$ cat src/sv/assert_macros.svh
// Assertion macros used by the datapath module of the hash table unit.
`ifndef ASSERT_MACROS_SVH
`define ASSERT_MACROS_SVH
`ifndef SYNTH
`define CHK_ALWAYS(lbl, clk, rst_n, cond) \
    lbl: assert property (@(posedge clk) disable iff (!rst_n) (cond)) \
        else $error("assertion failed");
`define CHK_IMPLY(lbl, clk, rst_n, ante, cons) \
    lbl: assert property (@(posedge clk) disable iff (!rst_n) (ante) |-> (cons)) \
        else $error("assertion failed");
`else
`define CHK_ALWAYS(lbl, clk, rst_n, cond)
`define CHK_IMPLY(lbl, clk, rst_n, ante, cons)
`endif
`endif

$ cat src/sv/mkht_pkg.sv
// Package with constants, codes and interface types of the hash table unit.
package mkht_pkg;

    localparam int MAX_KEY_WORDS = 4;
    localparam int ENTRIES       = 256;
    localparam int BUCKETS       = 64;

    localparam logic CFG_KEY_WORDS = 1'b0;

    localparam logic [2:0] STAT_ADDED     = 3'd0;
    localparam logic [2:0] STAT_UPDATED   = 3'd1;
    localparam logic [2:0] STAT_UNCHANGED = 3'd2;
    localparam logic [2:0] STAT_FOUND     = 3'd3;
    localparam logic [2:0] STAT_NOT_FOUND = 3'd4;
    localparam logic [2:0] STAT_FULL      = 3'd5;

    typedef enum logic [3:0] {
        S_IDLE,
        S_H1,
        S_H2,
        S_H3,
        S_HRD,
        S_HLD,
        S_CHK,
        S_CMP,
        S_HIT,
        S_MISS,
        S_INS,
        S_FIN
    } ctrl_state_t;

    typedef struct packed {
        logic       capture;
        logic       hash1;
        logic       hash2;
        logic       hash3;
        logic       head_rd;
        logic       head_load;
        logic       key_rd;
        logic       follow_next;
        logic       idx_inc;
        logic       idx_clr;
        logic       depth_wr;
        logic       ins_key_wr;
        logic       ins_fin;
        logic       emit;
        logic [2:0] emit_status;
    } ctrl_cmd_t;

    typedef struct packed {
        logic key_done;
        logic head_empty;
        logic word_match;
        logic last_word;
        logic depth_diff;
        logic pool_full;
        logic lookup;
        logic ins_last;
    } dp_stat_t;

endpackage

$ cat src/sv/mkht_ctrl.sv
// Controller state machine of the hash table unit.
module mkht_ctrl (
    input  logic                clk,
    input  logic                rst_n,
    input  logic                start,
    input  mkht_pkg::dp_stat_t  st,
    output mkht_pkg::ctrl_cmd_t c,
    output logic                busy
);

    mkht_pkg::ctrl_state_t state_reg;
    mkht_pkg::ctrl_state_t state_next;

    always_ff @(posedge clk or negedge rst_n)
    begin
        if (!rst_n)
        begin
            state_reg <= mkht_pkg::S_IDLE;
        end
        else
        begin
            state_reg <= state_next;
        end
    end

    always_comb
    begin
        state_next = state_reg;
        unique case (state_reg)
            mkht_pkg::S_IDLE: if (start) state_next = mkht_pkg::S_H1;
            mkht_pkg::S_H1:   state_next = mkht_pkg::S_H2;
            mkht_pkg::S_H2:   state_next = mkht_pkg::S_H3;
            mkht_pkg::S_H3:
                state_next = st.key_done ? mkht_pkg::S_HRD : mkht_pkg::S_IDLE;
            mkht_pkg::S_HRD:  state_next = mkht_pkg::S_HLD;
            mkht_pkg::S_HLD:  state_next = mkht_pkg::S_CHK;
            mkht_pkg::S_CHK:
                state_next = st.head_empty ? mkht_pkg::S_MISS : mkht_pkg::S_CMP;
            mkht_pkg::S_CMP:
            begin
                if (st.word_match && st.last_word)
                begin
                    state_next = mkht_pkg::S_HIT;
                end
                else
                begin
                    state_next = mkht_pkg::S_CHK;
                end
            end
            mkht_pkg::S_HIT:  state_next = mkht_pkg::S_IDLE;
            mkht_pkg::S_MISS:
            begin
                if (st.lookup || st.pool_full)
                begin
                    state_next = mkht_pkg::S_IDLE;
                end
                else
                begin
                    state_next = mkht_pkg::S_INS;
                end
            end
            mkht_pkg::S_INS:
                state_next = st.ins_last ? mkht_pkg::S_FIN : mkht_pkg::S_INS;
            mkht_pkg::S_FIN:  state_next = mkht_pkg::S_IDLE;
            default:          state_next = mkht_pkg::S_IDLE;
        endcase
    end

    always_comb
    begin
        c = '0;
        unique case (state_reg)
            mkht_pkg::S_IDLE: c.capture = start;
            mkht_pkg::S_H1:   c.hash1 = 1'b1;
            mkht_pkg::S_H2:   c.hash2 = 1'b1;
            mkht_pkg::S_H3:   c.hash3 = 1'b1;
            mkht_pkg::S_HRD:  c.head_rd = 1'b1;
            mkht_pkg::S_HLD:  c.head_load = 1'b1;
            mkht_pkg::S_CHK:  c.key_rd = !st.head_empty;
            mkht_pkg::S_CMP:
            begin
                if (!st.word_match)
                begin
                    c.follow_next = 1'b1;
                end
                else if (!st.last_word)
                begin
                    c.idx_inc = 1'b1;
                end
            end
            mkht_pkg::S_HIT:
            begin
                c.emit = 1'b1;
                if (st.lookup)
                begin
                    c.emit_status = mkht_pkg::STAT_FOUND;
                end
                else if (st.depth_diff)
                begin
                    c.depth_wr    = 1'b1;
                    c.emit_status = mkht_pkg::STAT_UPDATED;
                end
                else
                begin
                    c.emit_status = mkht_pkg::STAT_UNCHANGED;
                end
            end
            mkht_pkg::S_MISS:
            begin
                if (st.lookup)
                begin
                    c.emit        = 1'b1;
                    c.emit_status = mkht_pkg::STAT_NOT_FOUND;
                end
                else if (st.pool_full)
                begin
                    c.emit        = 1'b1;
                    c.emit_status = mkht_pkg::STAT_FULL;
                end
                else
                begin
                    c.idx_clr = 1'b1;
                end
            end
            mkht_pkg::S_INS:
            begin
                c.ins_key_wr = 1'b1;
                c.idx_inc    = 1'b1;
            end
            mkht_pkg::S_FIN:
            begin
                c.ins_fin     = 1'b1;
                c.emit        = 1'b1;
                c.emit_status = mkht_pkg::STAT_ADDED;
            end
            default: c = '0;
        endcase
    end

    assign busy = (state_reg != mkht_pkg::S_IDLE);

endmodule

$ cat config.mk
export PLATFORM = sky130hd
export DESIGN_NAME = mkht_ctrl
export DESIGN_NICKNAME = d
export VERILOG_FILES = /design/src/sv/assert_macros.svh /design/src/sv/mkht_pkg.sv /design/src/sv/mkht_ctrl.sv
export SDC_FILE = /design/constraint.sdc
export NUM_CORES = 1
export LEC_CHECK = 0
export ABC_AREA = 1
export BUFFER_PORTS_ARGS = -buffer_cell sky130_fd_sc_hd__buf_2
export CORE_AREA = 5 5 42 44
export DETAILED_ROUTE_END_ITERATION = 6
export DIE_AREA = 0 0 47 49
export PLACE_DENSITY = 0.73
export SYNTH_ARGS = -nofsm -noshare
export SYNTH_HDL_FRONTEND = slang
export SYNTH_SLANG_ARGS = --single-unit
export TNS_END_PERCENT = 1
$ cat constraint.sdc
create_clock -name clk -period 1.2 [get_ports clk]
set_input_delay 0.24 -clock clk [delete_from_list [all_inputs] [get_ports clk]]
set_output_delay 0.24 -clock clk [all_outputs]
set_load 0.005 [all_outputs]
* Word level (Yosys, flattened, before mapping)
Index checks and enable logic that the tools add are counted.
Widths: inputs -> output; s select.
** Storage, ports and cells
- Register bits after elaboration :: 4
- Bits of input ports :: 11
- Output and inout port bits :: 18
- Logic and storage cells :: 50
** Cells by class
- Equal/unequal tests :: 12
- Multiplexer cells :: 32
- Reductions and logical operators :: 5
** Operator list (count)
- $pmux 4 s10 :: 1
- $mux 4 :: 6
- $mux 1 :: 20
- $eq 4x3->1 const B :: 4
- $eq 4x4->1 const B :: 4
- $pmux 4 s3 :: 1
- $eq 4x2->1 const B :: 2
- $mux 3 :: 2
- $eq 4x1->1 const B :: 1
- $logic_not 4->1 :: 1
- $reduce_bool 4->1 :: 1
- $mux 2 :: 1
- $ne 2x2->1 const B :: 1
- $pmux 1 s2 :: 1
- $logic_and 1x1->1 :: 1
- $logic_not 1->1 :: 1
- $logic_or 1x1->1 :: 1

* Logic depth before layout (Yosys ltp)
Gate-level depths: netlist (run 1).
- Depth after elaboration :: 3
- Gate-level depth with buffers :: 7
- Mapped depth without buffers :: 7

* Worst setup path before layout (run 1)
No wires, ideal clock.
- Path kind :: register to output
- Start :: register state_reg[2]
- End :: output c[0] in the netlist's numbering
- Arrival time :: 863 ps
- Required time :: 960 ps
- Path slack :: 97 ps
- Cell stages (with the launch flop) :: 4
- Buffers on the path :: 0
- Cells stage by stage :: dfrtp_1 nor2_2 nand2_1 o22ai_1
** RTL lines
- start: declaration :: RTL line mkht_ctrl.sv:11 : mkht_pkg::ctrl_state_t state_reg;
- start signal: assignment :: RTL line mkht_ctrl.sv:18 : state_reg <= mkht_pkg::S_IDLE;
- start signal: assignment :: RTL line mkht_ctrl.sv:22 : state_reg <= state_next;
- end: declaration :: RTL line mkht_ctrl.sv:7 : output mkht_pkg::ctrl_cmd_t c,

==> results of run 1 <==
-- cell type report --
cell class                      instances  area, sq um  share of cell area
Multi-Input combinational cell         54          324               0.435
Inverter                               15         56.3              0.0756
Timing Repair Buffer                   38          218               0.292
Sequential cell                         4          104               0.139
Clock buffer                            3         22.5              0.0303
Tap cell                               16         20.0              0.0269
-- worst paths after layout --
check,start,to,depth (start not counted)
max in group asynchronous,rst_n,state_reg[2],2
hold reg to reg,state_reg[3],state_reg[0],3
setup / recovery,state_reg[0],c[0],5
min in group asynchronous,rst_n,state_reg[3],2
hold / removal,st[7],state_reg[2],3
setup reg to reg,state_reg[0],state_reg[1],7
-- layer usage --
layer  vias to the layer above  global-route usage  part of all wire
li1                        304                   -                 -
met1                       270               0.122              0.34
met2                        22               0.224              0.57
met3                         4              0.0148             0.077
met4                         0              0.0691             0.018
met5                         -                   0                 0
-- cells in the mapped netlist --
| cell type | number |
|---|---|
| a211oi_1 | 1 |
| a21oi_1 | 1 |
| a21oi_2 | 1 |
| dfrtp_1 | 4 |
| inv_1 | 12 |
| inv_2 | 3 |
| nand2_1 | 21 |
| nand2_2 | 4 |
| nand3_1 | 2 |
| nand3b_1 | 1 |
| nand4_1 | 2 |
| nor2_1 | 12 |
| nor2_2 | 3 |
| nor2_4 | 1 |
| nor3_1 | 3 |
| o21ai_0 | 1 |
| o22ai_1 | 1 |
-- stage by stage --
stage / TNS [ns] / utilization
after floorplan: 0 / -
after global placement: -0.0553 / 0.452
after detailed placement: -0.133 / 0.452
after CTS: -3.35 / 0.501
after global routing: -5.04 / 0.531
final: -3.57 / 0.531
-- repair_timing --
item                                   4_1_cts  5_1_grt
resized for setup                           13        9
pin swaps                                    2        3
buffers inserted                             0        1
setup endpoints to repair                   18       19
endpoints found under the hold margin        4        0
hold buffers                                 1        0
-- worst max-delay path: cells and delay by family (launching register included) --
family	cells	cell delay (ns)
flip-flops	1	0.45
buffers and inverters	2	0.22
AND/OR/NAND/NOR	2	0.19
AO/OA/AOI/OAI	1	0.12
-- power by group through the flow --
| stage | Combinational (uW) | Clock [uW] | Sequential, uW |
|---|---|---|---|
| floorplan | 426 | 0 | 270 |
| finish | 915 | 165 | 342 |
| global route | 1010 | 175 | 361 |
| global placement | 749 | 0 | 274 |
| detailed placement | 760 | 0 | 277 |
| CTS | 824 | 174 | 309 |
-- logic make-up after synthesis --
family	after synthesis
AO/OA/AOI/OAI	5
buffers and inverters	15
flip-flops	4
AND/OR/NAND/NOR	49
==> flow_metrics.py, run 1 <==
metrics = {
    "status": {
        "status": "finished, violations left",
        "violations": "setup timing",
    },
    "finish": {
        "syn_to_final_growth_pct": 80.3,
        "stdcell_count": 130,
        "diodes": 0,
        "layout_common_cells": "buf_2 (28), nand2_1 (15), inv_1 (11)",
        "fillers": 150,
        "nNetsFinal": 127,
        "largest_register_ffs": 4,
        "design_area_sq_um": 744,
        "drive_above_1_share": 0.596,
        "final_common_cell": "buf_2",
    },
    "synthesis": {
        "ys_top_cells_by_area": "dfrtp_1 (24%), nand2_1 (19%), inv_1 (11%)",
        "netlist_area_sq_um": 413,
        "synth_compound_area_frac": 0.0788,
        "synthMuxAreaShare": 0,
        "synthCells": 73,
        "synth_top_family_by_area": "simple AND/OR/NAND/NOR gates",
        "syn_area_per_cell_sq_um": 5.66,
        "yosysTopAreaCell": "dfrtp_1",
        "synth_xor_area_frac": 0,
        "synthSimpleGateAreaFrac": 0.542,
        "synth_seq_cells": 4,
        "synth.yosys.seq_area_share": 0.242,
        "synth_top_area_frac": 0.242,
        "synth.distinct_cells": 17,
        "syn_nets": 84,
        "synthAdderAreaFrac": 0,
        "ys_warn_count": 0,
    },
    "worst_setup_path": {
        "cp.arrival_ns": 1.22,
        "path_class": "reg2out",
        "worstPathCellList": "inv_2, nor2_4, nand2_1, o22ai_1, buf_2",
        "end_kind": "output pin",
        "r2r_slack_ns": 0.04,
        "cp_max_fo": 5,
        "crit_slowest_cell": "dfrtp_2",
        "cp.required_ns": 0.96,
        "critPathLaunchType": "flip-flop",
        "max_stage_delay_ns": 0.45,
    },
    "sta": {
        "finClkSkew_ns": 0.00716,
        "relSlewSlack": 0.851,
        "rsz0062_at_grt": "true",
        "min_period_ns": 1.46,
        "finalHoldViolCount": 0,
        "worst_pin_slew_ns": 0.222,
        "fin_crit_sh": 1.22,
        "max_freq_ghz": 0.686,
        "worst_hold_slack_ns": 0.239,
        "drv_slew": 0,
        "finalSetupViolCount": 18,
        "postLayoutSetupSlackWorst_ns": -0.258,
    },
    "global_routing": {
        "overflow": 0,
        "antenna_found_initial": 0,
        "grt_first_pass_wirelength_um": 2100,
        "grt_max_degree": 7,
        "grt_pass1_vias": 566,
        "track_usage": 0.122,
    },
    "drt": {
        "drt-wirelength-per-cell_um": 10.7,
        "route.vias.total": 600,
        "first_iter_violations": 10,
        "ant_nets": 0,
        "drc": 0,
        "routed_wl_um": 1390,
        "drtPass1Iterations": 4,
        "via_per_inst": 4.62,
    },
    "floorplanning": {
        "dieWidth_um": 47,
        "die_area_sq_mm": 0.00230,
        "initial_core_util": 0.295,
        "rows": 14,
        "die_y_um": 49,
        "coreArea_sq_mm": 0.00140,
        "ios": 29,
    },
    "placement": {
        "place_inst": 125,
        "place_area_sq_um": 633,
        "gp_congestion": 0.827,
        "hpwl_um": 1110,
        "dp_slack_ns": -0.0567,
        "io_buffers": 28,
    },
    "power": {
        "leakagePower_uw": 0.000456,
        "ir_drop_v": 0.000919,
        "finalPower_uw": 1420,
        "power.density_mw_per_mm2": 1910,
        "switching_share": 0.495,
        "p_comb_frac": 0.644,
        "clock_power_share": 0.116,
        "cellInternalPower_uw": 718,
        "p_seq_frac": 0.240,
        "power_switching_uw": 704,
    },
    "clocking": {
        "clock_path_buffers": 2,
        "htree_levels": 1,
        "cts_root_buf": "clkbuf_4",
        "cts_tree": "built",
        "worstSkewPairLatency_ns": 0.24,
        "path_clk_slew_ns": 0.03,
        "clock_sinks": 4,
        "cts_buffers": 3,
    },
    "flow_run": {
        "maxCapViolations": 0,
    },
    "hold_path": {
        "hold_class": "in2reg",
    },
}
Power figures use the tool's default switching activity.
==> run 2: changes to the inputs <==
- ABC_AREA: 1 -> 0
- PLACE_DENSITY: 0.73 -> 0.75
==> flow_metrics.py, run 2 <==
metrics = {
    "worst_setup_path": {
        "path_class": "reg2out",
        "cp_max_fo": 7,
        "worstPathCellList": "buf_6, a2111oi_4, buf_2",
        "max_stage_delay_ns": 0.47,
        "cp.arrival_ns": 1.31,
        "critPathTopFamily": "flip-flops",
        "critPathLaunchType": "flip-flop",
        "reg2regPathDepth": 5,
        "cp.depth": 3,
        "crit_slowest_cell": "dfrtp_2",
        "crit_buf_inv": 2,
        "end_kind": "output pin",
        "cp.required_ns": 0.96,
    },
    "sta": {
        "fin_setup_tns_ns": -4.60,
        "max_freq_ghz": 0.647,
        "drv_slew": 0,
        "worst_hold_slack_ns": 0.226,
        "finalSetupViolCount": 20,
        "min_period_ns": 1.55,
        "fin_crit_sh": 1.29,
        "relSlewSlack": 0.835,
        "worst_pin_slew_ns": 0.246,
        "finalHoldViolCount": 0,
        "postLayoutSetupSlackWorst_ns": -0.345,
        "finClkSkew_ns": 0.00366,
        "rsz0062_at_grt": "true",
    },
    "clocking": {
        "htree_levels": 1,
        "clock_path_buffers": 2,
        "path_clk_slew_ns": 0.04,
        "worstSkewPairLatency_ns": 0.24,
        "clock_sinks": 4,
        "cts_root_buf": "clkbuf_4",
        "cts_tree": "built",
        "cts_buffers": 3,
    },
    "global_routing": {
        "track_usage": 0.150,
        "overflow": 0,
        "grt_pass1_vias": 594,
        "grt_max_degree": 10,
        "antenna_found_initial": 0,
        "grt_first_pass_wirelength_um": 2550,
    },
    "synthesis": {
        "synth_top_area_frac": 0.231,
        "syn_nets": 66,
        "ys_warn_count": 0,
        "synth.yosys.seq_area_share": 0.231,
        "ys_top_cells_by_area": "dfrtp_1 (23%), nor3_1 (8.1%), nand2b_4 (6.3%)",
        "synth_xor_area_frac": 0,
        "synthMuxAreaShare": 0,
        "syn_area_per_cell_sq_um": 7.89,
        "async_flop_share": 1.00,
        "synth_seq_cells": 4,
        "synth_most_common_cell": "nor3_1",
        "netlist_area_sq_um": 434,
        "synthCells": 55,
        "synthSimpleGateAreaFrac": 0.464,
        "synth_common_cells": "nor3_1 (7), nor2_1 (6), dfrtp_1 (4), nand2_1 (4), nand2b_1 (4)",
        "synth_top_family_by_area": "simple AND/OR/NAND/NOR gates",
        "synth_compound_area_frac": 0.199,
        "synth_edf_count": 0,
        "yosysTopAreaCell": "dfrtp_1",
        "synth.distinct_cells": 28,
        "synthAdderAreaFrac": 0,
        "synthFlopType": "dfrtp_1",
    },
    "finish": {
        "fillers": 123,
        "stdcell_count": 116,
        "layout_common_cells": "buf_2 (28), buf_4 (12), nor3_2 (7)",
        "diodes": 0,
        "syn_to_final_growth_pct": 97.7,
        "drive_above_1_share": 0.730,
        "final_common_cell": "buf_2",
        "fin_util": 0.613,
        "largest_register_ffs": 4,
        "nNetsFinal": 113,
    },
    "floorplanning": {
        "die_y_um": 49,
        "coreArea_sq_mm": 0.00140,
        "ios": 29,
        "rows": 14,
        "die_area_sq_mm": 0.00230,
        "dieWidth_um": 47,
        "initial_core_util": 0.310,
    },
    "drt": {
        "routed_wl_um": 1550,
        "route.vias.total": 574,
        "first_iter_violations": 3,
        "drtPass1Iterations": 4,
        "via_per_inst": 4.95,
        "drc": 0,
        "drt-wirelength-per-cell_um": 13.4,
        "ant_nets": 0,
    },
    "hold_path": {
        "hold_class": "in2reg",
        "hold_depth": 2,
    },
    "power": {
        "power.density_mw_per_mm2": 2140,
        "ir_drop_v": 0.00122,
        "leakagePower_uw": 0.000408,
    },
    "status": {
        "status": "finished, violations left",
        "violations": "setup timing",
    },
    "placement": {
        "io_buffers": 28,
        "hpwl_um": 1130,
        "place_inst": 110,
        "gp_congestion": 0.803,
    },
    "flow_run": {
        "maxCapViolations": 0,
    },
}
[run 2: where the power goes]
part / switching (uW) / internal [uW] / leakage (uW)
Sequential: 96.1 / 197 / 0.0000495
Clock: 56.6 / 112 / 0.0000138
Combinational: 639 / 733 / 0.000345
Total: 791 / 1040 / 0.000408
[run 2: final cells by class]
cell class	instances	area, sq um	share of cell area
multi-input cells	45	403	0.469
repair buffers	47	308	0.359
clock buffers	3	22.5	0.0262
well taps	16	20.0	0.0233
inverters	1	3.75	0.00437
flip-flops and latches	4	101	0.118
[run 2: cell families (layout without fill, tap and decap cells)]
| kind of cell | after synthesis | in the layout |
|---|---|---|
| flops | 4 | 4 |
| buf+inv | 6 | 51 |
| simple gates | 34 | 34 |
| compound gates | 11 | 11 |
[run 2: metrics by stage]
| stage | power, uW | area, sq um | setup WS (ns) |
|---|---|---|---|
| after floorplan | 865 | 469 | -0.0573 |
| final | 1830 | 858 | -0.345 |
| after detailed placement | 1310 | 703 | -0.112 |
| after CTS | 1700 | 813 | -0.340 |
| after global placement | 1280 | 703 | -0.105 |
| after global routing | 1980 | 858 | -0.390 |
[run 2: worst register-to-register path: stages (launching register included)]
cell	delay (ns)
dfrtp_1	0.40
nand2b_4	0.16
o31a_1	0.25
buf_4	0.13
buf_4	0.13
o221ai_2	0.12
[run 2: final timing paths]
kind | slack [ns] | from | endpoint
min in group asynchronous | 0.33 | rst_n | state_reg[2]
worst min register to register | 0.69 | state_reg[0] | state_reg[0]
max in group asynchronous | 0.74 | rst_n | state_reg[0]
worst max-delay path | -0.35 | state_reg[0] | c[0]
worst min-delay path | 0.23 | st[7] | state_reg[2]
worst max register to register | -0.08 | state_reg[1] | state_reg[1]
[run 2: repair_timing]
action | 4_1_cts | 5_1_grt
buffers inserted | 1 | 1
hold buffers | 1 | 0
cloned | 0 | 0
hold endpoints to repair | 4 | 0
resized for setup | 16 | 9
pin swaps | 2 | 1
endpoints found under the setup margin | 20 | 21
[run 2: layer usage]
metal  up-vias  share of wire  global-route usage
met1       270           0.39               0.162
met5         -              0                   0
met2        12           0.56               0.274
li1        290              -                   -
met3         2          0.035              0.0111
met4         0          0.015              0.0691
